**config.mk**
```make
export PLATFORM = sky130hd
export DESIGN_NAME = cassette_slope_square_recovery
export DESIGN_NICKNAME = d
export VERILOG_FILES = /design/src/hdl/cssr_pkg.sv /design/src/hdl/cssr_step.sv /design/src/hdl/cassette_slope_square_recovery.sv
export SDC_FILE = /design/constraint.sdc
export NUM_CORES = 1
export LEC_CHECK = 0
export BUFFER_PORTS_ARGS = -buffer_cell sky130_fd_sc_hd__buf_2
export CORE_MARGIN = 1
export CORE_UTILIZATION = 44
export CTS_BUF_LIST = sky130_fd_sc_hd__clkbuf_2 sky130_fd_sc_hd__clkbuf_4 sky130_fd_sc_hd__clkbuf_8
export DETAILED_ROUTE_END_ITERATION = 10
export PLACE_DENSITY_LB_ADDON = 0.25
export SYNTH_ARGS = -nofsm -noshare
export SYNTH_HDL_FRONTEND = slang
export SYNTH_HIERARCHICAL = 1
export SYNTH_SLANG_ARGS = --single-unit
```
**constraint.sdc**
```tcl
create_clock -name clock -period 6.8 [get_ports clock]
set_input_delay 0.68 -clock clock [delete_from_list [all_inputs] [get_ports clock]]
set_output_delay 0.68 -clock clock [all_outputs]
set_load 0.01 [all_outputs]
```
**src/hdl/cssr_pkg.sv**
```systemverilog
// Shared types and constants for cassette slope square recovery.
`timescale 1ns / 1ps

package cssr_pkg;

   localparam int SAMPLE_BITS = 16;
   localparam int DIFF_BITS   = SAMPLE_BITS + 1;
   localparam int THR_BITS    = 16;
   localparam int CFG_CNT_BITS = 12;
   localparam int CSR_DATA_BITS = 16;
   localparam int CSR_INDEX_BITS = 4;

   localparam logic [CSR_INDEX_BITS-1:0] CSR_SLOPE_THRESHOLD = 4'd0;
   localparam logic [CSR_INDEX_BITS-1:0] CSR_INTERVAL_MIN    = 4'd1;
   localparam logic [CSR_INDEX_BITS-1:0] CSR_INTERVAL_MAX    = 4'd2;
   localparam logic [CSR_INDEX_BITS-1:0] CSR_HEADER_RUN      = 4'd3;

   localparam logic [THR_BITS-1:0]     RESET_SLOPE_THRESHOLD = 16'd33;
   localparam logic [CFG_CNT_BITS-1:0] RESET_INTERVAL_MIN    = 12'd59;
   localparam logic [CFG_CNT_BITS-1:0] RESET_INTERVAL_MAX    = 12'd71;
   localparam logic [CFG_CNT_BITS-1:0] RESET_HEADER_RUN      = 12'd1020;

   typedef enum logic [1:0] {
      SLOPE_NONE = 2'd0,
      SLOPE_RISE = 2'd1,
      SLOPE_FALL = 2'd2
   } slope_type;

   typedef struct packed {
      logic signed [SAMPLE_BITS-1:0] sample;
      logic                          restart;
   } req_word_type;

   typedef struct packed {
      logic level;
      logic edge_res;
      logic tone_found;
   } rsp_word_type;

   typedef struct packed {
      logic [THR_BITS-1:0]     slope_threshold;
      logic [CFG_CNT_BITS-1:0] interval_min;
      logic [CFG_CNT_BITS-1:0] interval_max;
      logic [CFG_CNT_BITS-1:0] header_run;
   } cfg_type;

endpackage

```
**src/hdl/cssr_step.sv**
```systemverilog
// Next-state and result logic for one sample.
`timescale 1ns / 1ps

module cssr_step
   import cssr_pkg::*;
#(
   parameter int COUNT_BITS = 12
) (
   input  req_word_type                  word,
   input  cfg_type                       cfg,
   input  logic signed [SAMPLE_BITS-1:0] prev_sample,
   input  logic                          have_prev,
   input  slope_type                     last_slope,
   input  logic                          level,
   input  logic [COUNT_BITS-1:0]         since_toggle,
   input  logic [COUNT_BITS-1:0]         run_count,
   output logic signed [SAMPLE_BITS-1:0] prev_sample_in,
   output logic                          have_prev_in,
   output slope_type                     last_slope_in,
   output logic                          level_in,
   output logic [COUNT_BITS-1:0]         since_toggle_in,
   output logic [COUNT_BITS-1:0]         run_count_in,
   output rsp_word_type                  result
);

   localparam int CMP_BITS = (COUNT_BITS > CFG_CNT_BITS) ? COUNT_BITS : CFG_CNT_BITS;
   localparam logic [COUNT_BITS-1:0] COUNT_MAX = {COUNT_BITS{1'b1}};

   logic                          cur_have;
   slope_type                     cur_slope;
   logic                          cur_level;
   logic [COUNT_BITS-1:0]         cur_since;
   logic [COUNT_BITS-1:0]         cur_run;
   logic signed [DIFF_BITS-1:0]   diff;
   logic [DIFF_BITS-1:0]          abs_diff;
   logic                          flat;
   slope_type                     slope;
   logic [COUNT_BITS-1:0]         since_inc;
   logic [COUNT_BITS-1:0]         run_inc;
   logic                          toggle;
   logic                          in_window;
   logic [CMP_BITS-1:0]           since_cmp;
   logic [CMP_BITS-1:0]           run_old_cmp;
   logic [CMP_BITS-1:0]           run_new_cmp;
   logic [CMP_BITS-1:0]           min_cmp;
   logic [CMP_BITS-1:0]           max_cmp;
   logic [CMP_BITS-1:0]           hr_cmp;

   // restart clears the history flag, slope, level and counters before the sample is looked at
   assign cur_have  = have_prev && !word.restart;
   assign cur_slope = word.restart ? SLOPE_NONE : last_slope;
   assign cur_level = level && !word.restart;
   assign cur_since = word.restart ? '0 : since_toggle;
   assign cur_run   = word.restart ? '0 : run_count;

   assign diff     = DIFF_BITS'(word.sample) - DIFF_BITS'(prev_sample);
   assign abs_diff = diff[DIFF_BITS-1] ? DIFF_BITS'(-diff) : DIFF_BITS'(diff);
   assign flat     = abs_diff < DIFF_BITS'(cfg.slope_threshold);
   assign slope    = flat ? SLOPE_NONE :
                     (prev_sample < word.sample) ? SLOPE_RISE : SLOPE_FALL;

   assign since_inc = (cur_since == COUNT_MAX) ? cur_since : cur_since + 1'b1;
   assign run_inc   = (cur_run == COUNT_MAX) ? cur_run : cur_run + 1'b1;
   assign toggle    = cur_have && (slope != SLOPE_NONE) && (slope != cur_slope);

   assign since_cmp   = CMP_BITS'(since_inc);
   assign run_old_cmp = CMP_BITS'(cur_run);
   assign run_new_cmp = CMP_BITS'(run_inc);
   assign min_cmp     = CMP_BITS'(cfg.interval_min);
   assign max_cmp     = CMP_BITS'(cfg.interval_max);
   assign hr_cmp      = CMP_BITS'(cfg.header_run);
   assign in_window   = (min_cmp <= since_cmp) && (since_cmp <= max_cmp);

   always_comb begin
      prev_sample_in    = word.sample;
      have_prev_in      = 1'b1;
      last_slope_in     = cur_slope;
      level_in          = cur_level;
      since_toggle_in   = cur_since;
      run_count_in      = cur_run;
      result.edge_res   = 1'b0;
      result.tone_found = 1'b0;
      if (cur_have) begin
         since_toggle_in = since_inc;
         if (toggle) begin
            level_in        = !cur_level;
            last_slope_in   = slope;
            since_toggle_in = '0;
            result.edge_res = 1'b1;
            if (in_window) begin
               run_count_in      = run_inc;
               result.tone_found = (hr_cmp != '0) && (run_old_cmp < hr_cmp) &&
                                   (run_new_cmp >= hr_cmp);
            end else begin
               run_count_in = '0;
            end
         end
      end
      result.level = level_in;
   end

endmodule

```
**src/hdl/cassette_slope_square_recovery.sv**
```systemverilog
// Top level: square-wave recovery and header-tone detection from tape samples.
//
//   port group | dir | word            | moves when
//   req_       | in  | sample, restart | req_valid && !req_stall
//   rsp_       | out | level, edge_res, tone_found | rsp_valid && !rsp_stall
//   csr_       | in  | index, data     | csr_write_enable
//
// One sample per cycle unless stalled; a result shows in the cycle after its sample.
// The slope, toggle and counter update is one pass of logic into the result register.
// Reset restores the register defaults and clears the recovery state; no sweep.
// req_stall follows rsp_stall only while a result is held in the output register.
`timescale 1ns / 1ps

module cassette_slope_square_recovery
   import cssr_pkg::*;
#(
   parameter int COUNT_BITS = 12
) (
   input  logic                      clock,
   input  logic                      reset,
   input  logic                      req_valid,
   output logic                      req_stall,
   input  req_word_type              req_word,
   output logic                      rsp_valid,
   input  logic                      rsp_stall,
   output rsp_word_type              rsp_word,
   input  logic                      csr_write_enable,
   input  logic [CSR_INDEX_BITS-1:0] csr_index,
   input  logic [CSR_DATA_BITS-1:0]  csr_data
);

   cfg_type                       cfg_ff;
   logic signed [SAMPLE_BITS-1:0] prev_sample_ff;
   logic                          have_prev_ff;
   slope_type                     last_slope_ff;
   logic                          level_ff;
   logic [COUNT_BITS-1:0]         since_toggle_ff;
   logic [COUNT_BITS-1:0]         run_count_ff;
   logic                          rsp_valid_ff;
   rsp_word_type                  rsp_word_ff;

   logic signed [SAMPLE_BITS-1:0] prev_sample_in;
   logic                          have_prev_in;
   slope_type                     last_slope_in;
   logic                          level_in;
   logic [COUNT_BITS-1:0]         since_toggle_in;
   logic [COUNT_BITS-1:0]         run_count_in;
   rsp_word_type                  rsp_word_in;
   logic                          accept;

   assign req_stall = rsp_valid_ff && rsp_stall;
   assign accept    = req_valid && !req_stall;
   assign rsp_valid = rsp_valid_ff;
   assign rsp_word  = rsp_word_ff;

   cssr_step #(
      .COUNT_BITS(COUNT_BITS)
   ) u_step (
      .word           (req_word),
      .cfg            (cfg_ff),
      .prev_sample    (prev_sample_ff),
      .have_prev      (have_prev_ff),
      .last_slope     (last_slope_ff),
      .level          (level_ff),
      .since_toggle   (since_toggle_ff),
      .run_count      (run_count_ff),
      .prev_sample_in (prev_sample_in),
      .have_prev_in   (have_prev_in),
      .last_slope_in  (last_slope_in),
      .level_in       (level_in),
      .since_toggle_in(since_toggle_in),
      .run_count_in   (run_count_in),
      .result         (rsp_word_in)
   );

   always_ff @(posedge clock) begin
      if (reset) begin
         cfg_ff.slope_threshold <= RESET_SLOPE_THRESHOLD;
         cfg_ff.interval_min    <= RESET_INTERVAL_MIN;
         cfg_ff.interval_max    <= RESET_INTERVAL_MAX;
         cfg_ff.header_run      <= RESET_HEADER_RUN;
      end else if (csr_write_enable) begin
         unique case (csr_index)
            CSR_SLOPE_THRESHOLD: cfg_ff.slope_threshold <= csr_data[THR_BITS-1:0];
            CSR_INTERVAL_MIN:    cfg_ff.interval_min    <= csr_data[CFG_CNT_BITS-1:0];
            CSR_INTERVAL_MAX:    cfg_ff.interval_max    <= csr_data[CFG_CNT_BITS-1:0];
            CSR_HEADER_RUN:      cfg_ff.header_run      <= csr_data[CFG_CNT_BITS-1:0];
            default: ;
         endcase
      end
   end

   always_ff @(posedge clock) begin
      if (reset) begin
         prev_sample_ff  <= '0;
         have_prev_ff    <= 1'b0;
         last_slope_ff   <= SLOPE_NONE;
         level_ff        <= 1'b0;
         since_toggle_ff <= '0;
         run_count_ff    <= '0;
      end else if (accept) begin
         prev_sample_ff  <= prev_sample_in;
         have_prev_ff    <= have_prev_in;
         last_slope_ff   <= last_slope_in;
         level_ff        <= level_in;
         since_toggle_ff <= since_toggle_in;
         run_count_ff    <= run_count_in;
      end
   end

   always_ff @(posedge clock) begin
      if (reset) begin
         rsp_valid_ff <= 1'b0;
      end else if (accept) begin
         rsp_valid_ff <= 1'b1;
      end else if (!rsp_stall) begin
         rsp_valid_ff <= 1'b0;
      end
   end

   // result word needs no reset; it is loaded with every accepted sample
   always_ff @(posedge clock) begin
      if (accept) begin
         rsp_word_ff <= rsp_word_in;
      end
   end

endmodule
```
After elaboration in Yosys (flattened, before gate mapping)
Index checks and enable logic that the tools add are counted.
- add/sub/neg operators: 4
- $lt $le $gt $ge: 6
- equal/unequal tests: 7
- reductions and logical operators: 20
- muxes and demuxes: 21
- operators by type and width (kind ; count):
    $mux 12 ; 9
    $add 12x1->12 const B ; 2
    $eq 12x12->1 const B ; 2
    $le 12x12->1 ; 2
    $lt 17x16->1 ; 1
    $mux 17 ; 1
    $neg 17->17 ; 1
    $sub 16x16->17 ; 1
    $lt 16x16->1 ; 1
    $ge 12x12->1 ; 1
    $lt 12x12->1 ; 1
    $mux 2 ; 6
    $reduce_bool 12->1 ; 1
    $logic_and 1x1->1 ; 9
    $eq 4x2->1 const B ; 2
    $reduce_and 2->1 ; 4
    $mux 1 ; 5
    $eq 4x1->1 const B ; 1
    $logic_not 4->1 ; 1
    $logic_not 1->1 ; 3
    $reduce_and 3->1 ; 1
    $ne 2x1->1 const B ; 1
    $ne 2x2->1 ; 1
    $reduce_bool 2->1 ; 1
- input bits: 42
- word-level logic and storage cells: 72
- output and inout bits: 5
- register bits after elaboration: 100

Logic depth before layout (Yosys ltp)
Gate-level depths: netlist of the first run.
- depth after elaboration: 10
- depth in mapped cells: 25
- gate-level depth less buffers: 24

Cells and area by module
Netlist of the first run, hierarchy kept.
- modules (own cells, without submodules) (module ; sequential area each (µm²) ; times used ; area each (µm²) ; cells an instance):
    cssr_step ; 0.0 ; 1 ; 4103.9 ; 592
    cassette_slope_square_recovery ; 2031.9 ; 1 ; 3758.6 ; 405

Worst setup path before layout of the first run
Ideal clock, no wire load.
- path kind: in2reg
- start: input req_word[1] in the netlist's numbering
- end: register rsp_word_ff (netlist bit rsp_word[2]), data pin
- slack: 1.555 ns
- setup time: 0.251 ns
- cell stages on the path: 24
- data arrival time: 4.993 ns
- buffers on the path: 3
- cell sequence: inv_1 ha_1 fa_1 nor2b_1 o22ai_1 xnor2_1 or2_2 or4_1 nor3_1 nor3b_1 nor2_1 xnor2_1 ha_1 nor2b_1 o21ai_0 nand2b_1 a2111oi_0 a21oi_1 a31oi_1 or2_1 buf_6 buf_6 xnor2_1 buf_4
- longest elaborated chain between the ends: 10
- elaborated cells between the ends (all ways): 13
- ends and longest elaborated chain (what ; line ; text):
    from (decl) ; cassette_slope_square_recovery.sv:23 ; input req_word_type req_word,
    $sub 16x16->17 ; cssr_step.sv:56 ; assign diff = DIFF_BITS'(word.sample) - DIFF_BITS'(prev_sample);
    $neg 17->17 ; cssr_step.sv:57 ; assign abs_diff = diff[DIFF_BITS-1] ? DIFF_BITS'(-diff) : DIFF_BITS'(diff);
    $mux 17 ; cssr_step.sv:57 ;
    $lt 17x16->1 ; cssr_step.sv:58 ; assign flat = abs_diff < DIFF_BITS'(cfg.slope_threshold);
    $mux 2 (*) ; cssr_step.sv:59 ; assign slope = flat ? SLOPE_NONE :
    $reduce_bool 2->1 ; cssr_step.sv:64 ; assign toggle = cur_have && (slope != SLOPE_NONE) && (slope != cur_slope);
    $logic_and 1x1->1 ; cssr_step.sv:64 ;
    $logic_and 1x1->1 (*) ; cssr_step.sv:64 ;
    $mux 1 (*) ; cssr_step.sv:85 ; if (toggle) begin
    $mux 1 (*) ; cssr_step.sv:83 ; if (cur_have) begin
    named net level_in ; cassette_slope_square_recovery.sv:45 ; logic level_in;
    to (signal assigned) ; cassette_slope_square_recovery.sv:124 ; rsp_word_ff <= rsp_word_in;
    to (decl) ; cassette_slope_square_recovery.sv:40 ; rsp_word_type rsp_word_ff;
The timed path passes the listed nets; every way through them passes the cells marked *.
A chain may end at the register's enable or synchronous reset.

Worst setup path after layout of the first run
- start: input req_word[1] in the netlist's numbering
- end: register since_toggle_ff[5]
- longest elaborated chain between the ends: 10
- elaborated cells between the ends (all ways): 13
- ends and longest elaborated chain (what ; line ; text):
    $sub 16x16->17 ; cssr_step.sv:56 ;
    $neg 17->17 ; cssr_step.sv:57 ;
    $mux 17 ; cssr_step.sv:57 ;
    $lt 17x16->1 ; cssr_step.sv:58 ;
    $mux 2 (*) ; cssr_step.sv:59 ;
    $reduce_bool 2->1 ; cssr_step.sv:64 ;
    $logic_and 1x1->1 ; cssr_step.sv:64 ;
    $logic_and 1x1->1 (*) ; cssr_step.sv:64 ;
    $mux 12 (*) ; cssr_step.sv:85 ;
    $mux 12 (*) ; cssr_step.sv:83 ;
    named net since_toggle_in[5] ; cassette_slope_square_recovery.sv:46 ; logic [COUNT_BITS-1:0] since_toggle_in;
    to (signal assigned) ; cassette_slope_square_recovery.sv:106 ; since_toggle_ff <= since_toggle_in;
    to (decl) ; cassette_slope_square_recovery.sv:37 ; logic [COUNT_BITS-1:0] since_toggle_ff;
Marked as above.

==> results.md, run 1 <==
- Critical Path Stages: 26
- Unrepaired setup endpoints after global routing: false
- Drt total wl: 19.2 mm
- Crit end category: flip-flop
- Crit path launch type: input pin
- DR WL/cell: 15.7 um
- Layout Nets: 1,119
- Largest net degree at the start of global routing: 124
- Max_slew headroom: 24.4%
- Reg2reg start: prev_sample_ff[4]$_SDFFE_PP0P_
- Hpwl dp: 14.3 mm
- Post-synth EDFFs: 3
- FILL cells: 1,776
- Max Slew Vio Count: 0
- Design Area, Final: 8270 um2
- I/O Buffers: 46
- R2R cell count: 24
- Max VDD drop: 0.000121 V
- Inserted Clock Buffers: 9
- Syn Nets: 1,121
- CTS tree: done
- Root Buffer: clkbuf_8
- Post-Syn Instances: 997
- CP max stage delay: 0.47 ns
- Crit path kind: input pin to flip-flop
- Horiz. Die Dim: 136 um
- GP Congestion: 0.839
- Layout cells sized above 1: 8.50%
- CTS resizes: 0
- CTS Sinks: 100
- Die height: 136 um
- Pre-antenna DRT Iters: 5
- Slowest cell on crit path: or4_1
- Top cells by area, synth: dfxtp_1 25%, ha_1 13%, mux2i_1 6.9%
- Async set-or-reset flop fraction in the synthesized netlist: 0%
- Capturing point of the worst reg2reg path: since_toggle_ff[5]$_SDFFE_PP0P_
- Core Area: 17,400 um2
- P_leak: 3.49 nW
- CP required: 7.12 ns
- DRT iter0 DRCs: 413
- Initial antenna violation count: 0
- Area after DPL: 8060 um2
- Status: complete, no violations
- Hold_buf cts: 0
- Largest fanout on the critical path: 21
- Final hold vios: 0
- Pwr dens: 166 nW/um2
- Antenna Cells: 0
- Fin crit period: 5.68 ns
- CP arrival: 6.00 ns
- Yosys warns: 6
- Grt total ovfl: 0
- Via Count: 6,697
- Syn_area_per_cell: 7.89 um2
- Worst slew pin tran: 1.13 ns
- GRT Total Usage: 21.6%
- Synth Register Bits: 100
- Multi-input logic area: 5170 um2
- Area delta synth->final: 5.16%
- Crit path to: since_toggle_ff[5]$_SDFFE_PP0P_
- Final setup fails: 0
- Primary FF master, synth: dfxtp_1
- Yosys top cell area share: 24.7%
- CTS clk-pin slew, worst paths: 0.11 ns
- Period utilization: 83.6%
- Peak Freq: 176 MHz
- CTS max path bufs: 2
- Htree depth: 3
- Max Cap Violations: 0
- Post-CTS Setup Inserts: 0
- Top delay family on crit path: simple AND/OR/NAND/NOR gates
- Synthesized area: 7860 um2
- Number of global-route vias before repair: 6,291
- Worst-skew pair later-pin latency: 0.40 ns
- Worst path buffer plus inverter count: 4
- I/O pin cnt: 47
- Hold Crit Class: flip-flop to flip-flop
- Worst R2R Setup Slack: 1.18 ns
- Final antenna-violating net count: 0
- Clock Skew: 0.0209 ns
- DR vias/cell: 5.47
- Row count: 48
- DRC errors left: 0
- First-pass GRT wire length: 31.3 mm
- FF/Latch Area: 2030 um2
- Post-synthesis sequential area ratio: 25.8%
- Synth unique cells: 70
- Critical path origin: req_word[1]
- Initial Util: 45.3%
- Die area: 18,400 um2
- Area leader, netlist: dfxtp_1
- Setup TNS: 0 ns
-- cell families after synthesis --
kind of cell             Yosys count  share of synthesized area (%)
AND/OR/NAND/NOR                  364                           24.1
AO/OA/AOI/OAI                    207                           16.5
buffers and inverters            144                           8.34
flip-flops                       100                           25.8
adder cells (fa/ha/maj)           82                           13.1
multiplexers                      58                           7.45
XOR/XNOR                          41                           4.57
other                              1                         0.0477
-- cells in the final DEF, fill, tap and decap left out, drive strengths merged, types with 8 or more instances in the layout --
| cell type | n |
|---|---|
| a21o | 15 |
| a21oi | 83 |
| a32o | 11 |
| and3 | 9 |
| buf | 52 |
| clkbuf | 9 |
| dfxtp | 97 |
| ha | 81 |
| inv | 82 |
| mux2i | 54 |
| nand2 | 116 |
| nand2b | 59 |
| nand3 | 15 |
| nand4 | 16 |
| nor2 | 60 |
| nor2b | 30 |
| nor3 | 13 |
| nor4 | 8 |
| o21a | 10 |
| o21ai | 41 |
| xnor2 | 22 |
| xor2 | 19 |
-- layout make-up --
type	instances	area share (%)
well taps	225	3.40
flip-flops and latches	100	24.6
clock inverters	7	0.984
repair buffers	52	3.36
clock buffers	9	1.50
multi-input cells	753	62.6
inverters	79	3.59
-- synthesized netlist by cell type (all sizes together), types with 2 or more instances --
| cell | number |
|---|---|
| o2111ai | 4 |
| buf | 36 |
| or4 | 3 |
| mux2 | 4 |
| a31o | 3 |
| a21boi | 2 |
| o31ai | 4 |
| a211oi | 6 |
| or2 | 6 |
| a21oi | 83 |
| a2111oi | 3 |
| inv | 79 |
| mux2i | 54 |
| nand2 | 116 |
| dfxtp | 97 |
| nor3b | 6 |
| nor2b | 30 |
| and4 | 3 |
| a32o | 11 |
| clkbuf | 29 |
| xnor2 | 22 |
| ha | 81 |
| xor2 | 19 |
| a21o | 15 |
| nor4 | 8 |
| nand3 | 15 |
| a31oi | 6 |
| edfxtp | 3 |
| nor2 | 60 |
| nand4 | 16 |
| nand2b | 59 |
| o21ai | 41 |
| and3 | 9 |
| o21bai | 3 |
| o211ai | 4 |
| nand3b | 4 |
| and2 | 6 |
| or3 | 5 |
| nor3 | 13 |
| o21a | 10 |
-- state kept, by name, summed over array words and instances (netlist names) --
signal / count
rsp_valid: 1
run_count_ff: 12
last_slope_ff: 2
have_prev_ff: 1
rsp_word: 3
prev_sample_ff: 16
since_toggle_ff: 12
cfg_ff: 52
level_ff: 1
-- routing by layer --
| metal | GRT usage (%) | vias up | wire (um) | share of wire [%] |
|---|---|---|---|---|
| met3 | 3.63 | 14 | 598 | 3.1 |
| met2 | 37.8 | 91 | 9450 | 49 |
| met5 | 0 | - | 0 | 0 |
| met4 | 5.31 | 0 | 223 | 1.2 |
| li1 | - | 3422 | - | - |
| met1 | 27.1 | 3170 | 8950 | 47 |
-- worst register-to-register path, delay by kind of cell (launching register included) --
family | cells | cell delay, ns
AOI/OAI and AO/OA | 8 | 1.70
DFF | 1 | 0.35
buffers and inverters | 3 | 0.59
adders and majority gates | 2 | 0.61
and+or+nand+nor | 10 | 2.17
xor gates and xnor gates | 1 | 0.14
-- per-stage QoR --
| step | setup WS, ns | hold slack [ns] | power, mW | instances | util (%) |
|---|---|---|---|---|---|
| after floorplan | 1.56 | 0.432 | 0.883 | 997 | - |
| after global placement | 0.928 | 0.441 | 0.961 | 1209 | 46.5 |
| after detailed placement | 0.755 | 0.442 | 0.965 | 1209 | 46.5 |
| after CTS | 1.16 | 0.457 | 1.38 | 1225 | 47.6 |
| after global routing | 0.684 | 0.477 | 1.45 | 1225 | 47.6 |
| final | 1.12 | 0.455 | 1.37 | 1225 | 47.6 |
-- worst min path at each step --
stage	start	end	slack, ns	cells past startpoint
5_1_grt	prev_sample_ff[12]$_SDFFE_PP0P_	prev_sample_ff[12]$_SDFFE_PP0P_	0.48	2
3_5_place_dp	level_ff$_SDFFE_PP0P_	level_ff$_SDFFE_PP0P_	0.44	2
4_1_cts	level_ff$_SDFFE_PP0P_	level_ff$_SDFFE_PP0P_	0.46	2
2_1_floorplan	level_ff$_SDFFE_PP0P_	level_ff$_SDFFE_PP0P_	0.43	2
6_report	level_ff$_SDFFE_PP0P_	level_ff$_SDFFE_PP0P_	0.45	2
3_3_place_gp	level_ff$_SDFFE_PP0P_	level_ff$_SDFFE_PP0P_	0.44	2
-- report_power, final --
group / switching (mW) / internal, mW / leakage [nW] / total, mW
Clock: 0.240 / 0.176 / 0.106 / 0.416
Sequential: 0.00795 / 0.600 / 0.817 / 0.608
Combinational: 0.208 / 0.137 / 2.56 / 0.345
Power figures use the tool's default switching activity.
==> inputs of run 2 (changes only) <==
Clock period 6.8 ns to 5.5 ns, I/O delays scaled along.
==> results.md, run 2 (synthesized netlist as in run 1, its figures left out) <==
- CP arrival: 5.42 ns
- Hpwl dp: 14.8 mm
- WHS: 0.396 ns
- Max Cap Violations: 0
- I/O Buffers: 46
- Drt total wl: 19.5 mm
- Max VDD drop: 0.000112 V
- CTS tree: done
- Clock power share: 30.3%
- Total power: 1.73 mW
- Largest reg by FF count: cfg_ff
- Number of global-route vias before repair: 6,444
- Largest net degree at the start of global routing: 74
- P_leak: 3.61 nW
- CTS max path bufs: 2
- Htree depth: 3
- Grt total ovfl: 0
- Core Area: 17,400 um2
- DR vias/cell: 5.41
- Worst-skew pair later-pin latency: 0.39 ns
- Horiz. Die Dim: 136 um
- Root Buffer: clkbuf_8
- Layout cells sized above 1: 10.8%
- Crit path launch type: flip-flop
- Pwr dens: 204 nW/um2
- Int Power: 1.19 mW
- Final setup fails: 0
- Commonest non-fill, non-tap cell in the layout: nand2_1
- Inserted Clock Buffers: 9
- First-pass GRT wire length: 31.9 mm
- Die area: 18,400 um2
- Hold Crit Class: input pin to flip-flop
- Worst R2R Setup Slack: 0.38 ns
- CP required: 5.80 ns
- Unrepaired setup endpoints after global routing: false
- Post-CTS Setup Inserts: 0
- CTS resizes: 0
- Antenna Cells: 0
- Max Slew Vio Count: 0
- Layout Nets: 1,143
- Sw Ratio: 31.4%
- Crit path kind: flip-flop to flip-flop
- DR WL/cell: 15.6 um
- Psw: 0.544 mW
- R2R cell count: 23
- Largest fanout on the critical path: 11
- Core Util, Final: 48.9%
- Row count: 48
- Hold_buf cts: 0
- Status: complete, no violations
- Final hold vios: 0
- Hold Path Cell Cnt: 3
- DRC errors left: 0
- Initial antenna violation count: 0
- CTS Sinks: 100
- Top Registers: cfg_ff (52), prev_sample_ff (16)
- CTS clk-pin slew, worst paths: 0.10 ns
- Via Count: 6,750
- DRT iter0 DRCs: 380
- Final antenna-violating net count: 0
- Pre-antenna DRT Iters: 6
- Flop pwr share: 43.4%
- I/O pin cnt: 47
- Clock Skew: 0.0144 ns
- Peak Freq: 195 MHz
- GP Congestion: 0.852
- Area delta synth->final: 7.85%
- Initial Util: 45.3%
- Worst slew pin tran: 0.986 ns
- Max FFs per register: 52
- GRT Total Usage: 21.9%
- Die height: 136 um
- Gate power share: 26.3%
- Most frequent cells in the layout: 115 x nand2_1, 97 x dfxtp_1, 83 x a21oi_1
- Period utilization: 93.0%
- Max_slew headroom: 34.3%
- Crit end category: flip-flop
- Fin crit period: 5.12 ns
run 2: changes by cell type in the layout (fill, tap and decap cells not counted), sizes merged:
cell / previous run / this run
buf: 52 / 76
bufinv: 1 / 2
inv: 82 / 80
run 2: layout make-up:
cell class	count	area, um2
clock inverter	6	88.8
sequential	100	2030
clock buffer	9	124
inverter	79	297
timing repair buffer	76	470
tap	225	282
multi-input combinational	753	5190
fill	1754	8880
run 2: through the flow:
stage                     setup slack (ns)  TNS (ns)  area (um2)  std cells
after detailed placement           -0.0300   -0.0434        8260       1233
final                                0.383         0        8480       1248
after floorplan                      0.385         0        7860        997
after global routing              0.000881         0        8480       1248
after CTS                            0.292         0        8470       1248
after global placement               0.102         0        8260       1233
run 2: final timing paths:
check,start,end
max,prev_sample_ff[0]$_SDFFE_PP0P_,since_toggle_ff[8]$_SDFFE_PP0P_
min reg2reg,prev_sample_ff[8]$_SDFFE_PP0P_,prev_sample_ff[8]$_SDFFE_PP0P_
min,req_valid,rsp_valid$_SDFFE_PP0P_
max reg2reg,prev_sample_ff[0]$_SDFFE_PP0P_,since_toggle_ff[8]$_SDFFE_PP0P_
run 2: power groups by stage:
stage | clock (mW) | combinational [mW] | sequential, mW
finish | 0.525 | 0.456 | 0.752
global route | 0.565 | 0.510 | 0.754
CTS | 0.539 | 0.454 | 0.752
detailed placement | 0 | 0.452 | 0.769
global placement | 0 | 0.445 | 0.769
floorplan | 0 | 0.326 | 0.766
run 2: worst max-delay path, stage by stage (launching register included):
cell and delay [ns]:
dfxtp_1 0.33, ha_1 0.21, fa_1 0.40, nor2b_1 0.17, o22ai_1 0.11, xnor2_1 0.14
or2_2 0.32, or4_1 0.46, nor3_1 0.19, nor3b_2 0.24, nor2_1 0.07, xnor2_1 0.13
ha_1 0.29, nor2b_1 0.13, o21ai_0 0.16, nand2b_1 0.07, a2111oi_0 0.38, a21oi_1 0.17
a31oi_2 0.23, or2_1 0.21, buf_4 0.22, a32o_1 0.18, nand2_1 0.05, a21oi_1 0.17
run 2: layer usage:
| layer | share of wire [%] | track usage [%] |
|---|---|---|
| met1 | 45 | 27.0 |
| met2 | 49 | 39.1 |
| met3 | 3.7 | 3.44 |
| met4 | 1.7 | 5.81 |
| met5 | 0 | 0 |
